$ cat config.mk
export PLATFORM = sky130hd
export DESIGN_NAME = rbst_prep
export DESIGN_NICKNAME = d
export VERILOG_FILES = /design/src/sv/rbst_pkg.sv /design/src/sv/rbst_prep.sv
export SDC_FILE = /design/constraint.sdc
export NUM_CORES = 1
export LEC_CHECK = 0
export ABC_CLOCK_PERIOD_IN_PS = 4700
export BUFFER_PORTS_ARGS = -buffer_cell sky130_fd_sc_hd__buf_2
export CORE_AREA = 2 2 273 275
export CTS_CLUSTER_DIAMETER = 100
export DETAILED_ROUTE_END_ITERATION = 6
export DIE_AREA = 0 0 275 277
export SYNTH_ARGS = -nofsm -noshare
export SYNTH_HDL_FRONTEND = slang
export SYNTH_SLANG_ARGS = --single-unit
$ cat constraint.sdc
create_clock -name clk -period 4.7 [get_ports clk]
set_clock_uncertainty 0.1 [all_clocks]
set_input_delay 0.47 -clock clk [delete_from_list [all_inputs] [get_ports clk]]
set_output_delay 0.47 -clock clk [all_outputs]
set_load 0.01 [all_outputs]
$ cat src/sv/rbst_pkg.sv
// ----------------------------------------------------------------------------
// Ray box slab test package
// Lane counts, register width and the side-band record of the pipeline.
// ----------------------------------------------------------------------------
package rbst_pkg;
  localparam int AXES      = 3;
  localparam int LANES     = 2 * AXES;
  localparam int THR_WIDTH = 16;

  // Per-item control that rides alongside the divider lanes.
  typedef struct packed {
    logic [LANES-1:0] neg;
    logic [AXES-1:0]  par;
    logic             miss;
  } meta_t;
endpackage

$ cat src/sv/rbst_prep.sv
// ----------------------------------------------------------------------------
// Slab setup stage
// Forms direction magnitudes, slab numerators, signs and parallel flags.
// ----------------------------------------------------------------------------
module rbst_prep #(
  parameter int COORD_WIDTH = 32
) (
  input  logic                                               clk,
  input  logic                                               rst,
  input  logic                                               en,
  input  logic                                               valid_in,
  input  logic [rbst_pkg::THR_WIDTH-1:0]                     thr,
  input  logic [rbst_pkg::AXES-1:0][COORD_WIDTH-1:0]         org,
  input  logic [rbst_pkg::AXES-1:0][COORD_WIDTH-1:0]         dir,
  input  logic [rbst_pkg::AXES-1:0][COORD_WIDTH-1:0]         lo,
  input  logic [rbst_pkg::AXES-1:0][COORD_WIDTH-1:0]         hi,
  output logic                                               valid_out,
  output rbst_pkg::meta_t                                    meta,
  output logic [rbst_pkg::AXES-1:0][COORD_WIDTH-1:0]         dm,
  output logic [rbst_pkg::LANES-1:0][COORD_WIDTH-1:0]        num
);
  localparam int W = COORD_WIDTH;

  rbst_pkg::meta_t                               meta_next;
  logic [rbst_pkg::AXES-1:0][W-1:0]              dm_next;
  logic [rbst_pkg::LANES-1:0][W-1:0]             num_next;

  // Per axis: magnitude of the direction, parallel test, swapped bounds.
  always_comb begin
    logic        dneg;
    logic [W:0]  dlo;
    logic [W:0]  dhi;
    logic [W:0]  nlo;
    logic [W:0]  nhi;
    meta_next = '0;
    dm_next   = '0;
    num_next  = '0;
    for (int a = 0; a < rbst_pkg::AXES; a++) begin
      dneg       = dir[a][W-1];
      dm_next[a] = dneg ? (~dir[a] + W'(1)) : dir[a];
      meta_next.par[a] = (dm_next[a] == '0) || (dm_next[a] < W'(thr));
      if (meta_next.par[a] &&
          (($signed(org[a]) < $signed(lo[a])) || ($signed(hi[a]) < $signed(org[a])))) begin
        meta_next.miss = 1'b1;
      end
      dlo = {lo[a][W-1], lo[a]} - {org[a][W-1], org[a]};
      dhi = {hi[a][W-1], hi[a]} - {org[a][W-1], org[a]};
      nlo = dlo[W] ? (~dlo + (W+1)'(1)) : dlo;
      nhi = dhi[W] ? (~dhi + (W+1)'(1)) : dhi;
      if (dneg) begin
        num_next[2*a]       = nhi[W-1:0];
        num_next[2*a+1]     = nlo[W-1:0];
        meta_next.neg[2*a]  = dhi[W] ^ dneg;
        meta_next.neg[2*a+1] = dlo[W] ^ dneg;
      end else begin
        num_next[2*a]       = nlo[W-1:0];
        num_next[2*a+1]     = nhi[W-1:0];
        meta_next.neg[2*a]  = dlo[W] ^ dneg;
        meta_next.neg[2*a+1] = dhi[W] ^ dneg;
      end
    end
  end

  // Stage register.
  always_ff @(posedge clk) begin
    if (rst) begin
      valid_out <= 1'b0;
    end else if (en) begin
      valid_out <= valid_in;
    end
    if (en) begin
      meta <= meta_next;
      dm   <= dm_next;
      num  <= num_next;
    end
  end
endmodule

==> out/results.md <==
| Metric | Reported | Unit |
|:---|:---|:---|
| Hold path start | dir[0] | - |
| Final #Nets | 5007 | - |
| Unrepaired setup endpoints after global routing | no | - |
| Main area contributors after synthesis | sky130_fd_sc_hd__edfxtp_1 (29%), sky130_fd_sc_hd__ha_1 (10%), sky130_fd_sc_hd__xnor2_1 (7.1%) | - |
| Chip height | 277 | um |
| Average via count per standard cell | 5.731 | - |
| Most area-hungry cell type in the Yosys netlist | sky130_fd_sc_hd__edfxtp_1 | - |
| Final Worst Setup Slack | 365.9 | ps |
| All-layer global routing usage | 29.15 | % |
| Buffers from clock root to sink, at most | 3 | - |
| Most used DFF post-synth | sky130_fd_sc_hd__edfxtp_1 | - |
| Critical path buffer and inverter count | 3 | - |
| Setup violations, final | 0 | - |
| X dimension of the die | 275 | um |
| Overall routed net length | 115.9 | mm |
| Worst slack at placement | -228.1 | ps |
| Sinks on the clock net | 299 | - |
| Final min period | 4334 | ps |
| Clock tree root buffer cell | sky130_fd_sc_hd__clkbuf_16 | - |
| Setup slack of the worst register-to-register path | 4020 | ps |
| Commonest non-fill, non-tap cells in the layout | sky130_fd_sc_hd__buf_2 (699), sky130_fd_sc_hd__edfxtp_1 (298), sky130_fd_sc_hd__nor2_1 (292) | - |
| Worst path slowest cell | sky130_fd_sc_hd__o31ai_2 | - |
| Core area | 73570 | sq um |
| Number of instances resized during post-cts repair | 0 | - |
| Type of the worst setup path | input port to register | - |
| Critical register-to-register path startpoint | valid_out | - |
| Layout cell share with drive strength beyond 1 | 22.64 | % |
| Total count of hold-check failures in the final report | 0 | - |
| Pin count of the biggest net entering global routing | 99 | - |
| Critical path capture point type | register | - |
| Hold Crit Endpoint | dm[0] | - |
| Critical path cell sequence | buf_2 -> inv_1 -> ha_1 -> fa_1 -> nor2b_1 -> o2111a_1 -> o21ai_1 -> a21oi_1 -> o211a_1 -> o211ai_1 -> a21boi_0 -> o31ai_2 -> o21ai_0 -> xor2_1 -> buf_4 -> mux2i_1 | - |
| RePlAce Congestion | 0.9668 | - |
| Iteration count of the initial detailed-routing pass | 5 | - |
| Yosys top cell area share | 29.07 | % |
| Maximum net fanout on the critical path | 15 | - |
| Worst Tran Pin Value | 1282 | ps |
| Io pins | 703 | - |
| Endpoint of the lowest-slack register-to-register path | valid_out | - |
| Placed wire-length estimate | 97.27 | mm |
| Count of port buffers added during placement | 702 | - |
| Worst max-slew margin expressed relative to the limit | 14.01 | % |
| Leading cell type in the layout, fill and taps excluded | sky130_fd_sc_hd__buf_2 | - |
| Cell count after placement | 5273 | - |
| Register-to-Register Path Depth | 2 | - |
| Number of enable flip-flop cells after synthesis | 298 | - |
| Average cell area after synthesis | 8.629 | sq um |
| Net Count, Synth | 4229 | - |
| Synthesis Warnings | 0 | - |
| Distinct cells, synth | 95 | - |
| Instance count of the mapped netlist | 3567 | - |
| Global-route wire length before repair | 171.3 | mm |
| Area post-placement | 36350 | sq um |
| Number of levels the H-tree was split into | 2 | - |
| Routed Antenna Nets | 0 | - |
| Clock-pin slew on the worst setup and hold paths | 60 | ps |
| Largest voltage drop on the vdd net | 260.8 | uV |
| TritonCTS clock tree | built | - |
| P per Cell Area | 330.4 | nW/um^2 |
| Initial cell density of the core | 41.84 | % |
| Worst Hold Slack | 45.93 | ps |
| Mean routed wirelength per cell | 21.66 | um |
| Final cell area excluding filler cells | 37700 | sq um |
| Number of synthesized register bits | 299 | - |
| Final non-filler cell total | 5351 | - |
| Result of the run | complete, no violations | - |
| Clock network latency to the later pin of the worst-skew pair | 550 | ps |
| Layout filler cell count | 7197 | - |
| Data arrival time of the critical path | 4520 | ps |
| Data required time of the worst path | 4880 | ps |
| Total via count after detailed routing | 30.67k | - |
| DIE AREA | 76180 | sq um |
| Area added between synthesis and finish | 22.48 | % |
| Seq/Total Area, Yosys | 29.14 | % |
| Total gr overflow | 0 | - |
| Critical path's largest stage delay | 1080 | ps |
| Vias in the first global route | 28.42k | - |
| Top delay family on crit path | compound AO/OA/AOI/OAI gates | - |
| Startpoint Class | input port | - |
| Syn Std Cell Area | 30780 | sq um |
| Max Clk Rate | 0.2307 | GHz |
| Pins over their slew limit | 0 | - |
| Portion of the clock cycle consumed by the worst path in the final layout | 92.21 | % |
| Number of antenna violations at the first check in global routing | 12 | - |
| DR DRC count | 0 | - |
| Class of the tightest hold or removal check | input port to register | - |
| Leakage power of the design | 0.01665 | uW |
| Synth async-reset ratio | 0 | % |
| Number of standard-cell rows in the floorplan | 100 | - |
| Number of clock buffers inserted by TritonCTS | 38 | - |
| Number of max-cap violations | 0 | - |
| Finished Core Util | 51.24 | % |
| First-iteration detailed-routing DRC count | 2344 | - |
| Hold depth | 1 | - |
synth_stat cells, types with 70 or more instances:
cell type / count
sky130_fd_sc_hd__xnor2_1: 248
sky130_fd_sc_hd__o21ai_0: 173
sky130_fd_sc_hd__a21oi_1: 285
sky130_fd_sc_hd__inv_1: 197
sky130_fd_sc_hd__nor3_1: 92
sky130_fd_sc_hd__nor2_1: 292
sky130_fd_sc_hd__mux2i_1: 135
sky130_fd_sc_hd__nand2_1: 272
sky130_fd_sc_hd__edfxtp_1: 298
sky130_fd_sc_hd__nand3_1: 70
sky130_fd_sc_hd__a21o_1: 119
sky130_fd_sc_hd__clkbuf_1: 110
sky130_fd_sc_hd__xor2_1: 147
sky130_fd_sc_hd__ha_1: 252
power breakdown:
| part | switching, uW | total (uW) | internal, uW |
|---|---|---|---|
| Sequential | 174 | 3790 | 3620 |
| Combinational | 3390 | 5560 | 2170 |
| Clock | 1260 | 3110 | 1840 |
cell type report:
cell class              instances  area (sq um)  area share (%)
clock buffers                  45         977.2           2.592
repair buffers                862          4820           12.78
inverters                     198         743.2           1.971
diodes                          9         22.52         0.05974
well taps                     969          1212           3.216
clock inverters                23         335.3          0.8895
multi-input cells            2946         20620           54.70
flip-flops and latches        299          8969           23.79
cell families (layout without fill, tap and decap cells):
logic type	count (synthesis)	count (layout)	share of synthesized area (%)
adder cells (fa/ha/maj)	258	258	10.63
AND/OR/NAND/NOR	1137	1137	18.69
flip-flops	299	299	29.14
buffers and inverters	322	1128	3.947
other	0	9	0
AO/OA/AOI/OAI	1008	1008	21.48
XOR/XNOR	395	395	11.24
multiplexers	148	148	4.874
layer usage:
| metal | vias to the layer above | wire, um | track usage [%] |
|---|---|---|---|
| met5 | - | 0 | 0 |
| met4 | 0 | 3536 | 8.801 |
| met3 | 156 | 7210 | 3.564 |
| met2 | 1075 | 54550 | 48.74 |
| met1 | 14580 | 50620 | 39.12 |
| li1 | 14860 | - | - |
how the worst max path moves through the flow:
| stage | start | endpoint | slack (ps) | depth (start not counted) |
|---|---|---|---|---|
| 6_report | lo[64] | num[152] | 370 | 16 |
| 5_1_grt | org[1] | num[63] | 20 | 15 |
| 4_1_cts | lo[64] | num[184] | 360 | 16 |
| 3_5_place_dp | lo[64] | num[184] | -230 | 16 |
| 3_3_place_gp | lo[64] | num[152] | -230 | 16 |
| 2_1_floorplan | org[15] | num[27] | 480 | 14 |
flip-flops by register name (all words and copies together), names as in the netlist:
register,flops
num,192
valid_out,1
dm,96
meta,10
per-stage QoR:
step / TNS [ps] / power (uW)
after floorplan: 0 / 7107
after global placement: -1040 / 9275
after detailed placement: -1548 / 9308
after CTS: 0 / 12450
after global routing: 0 / 13090
final: 0 / 12450
timing repair:
item | CTS | global route
hold endpoints to repair | 1 | 0
buffers inserted | 0 | 0
hold buffers | 1 | 0
(Power assumes the default switching activity.)
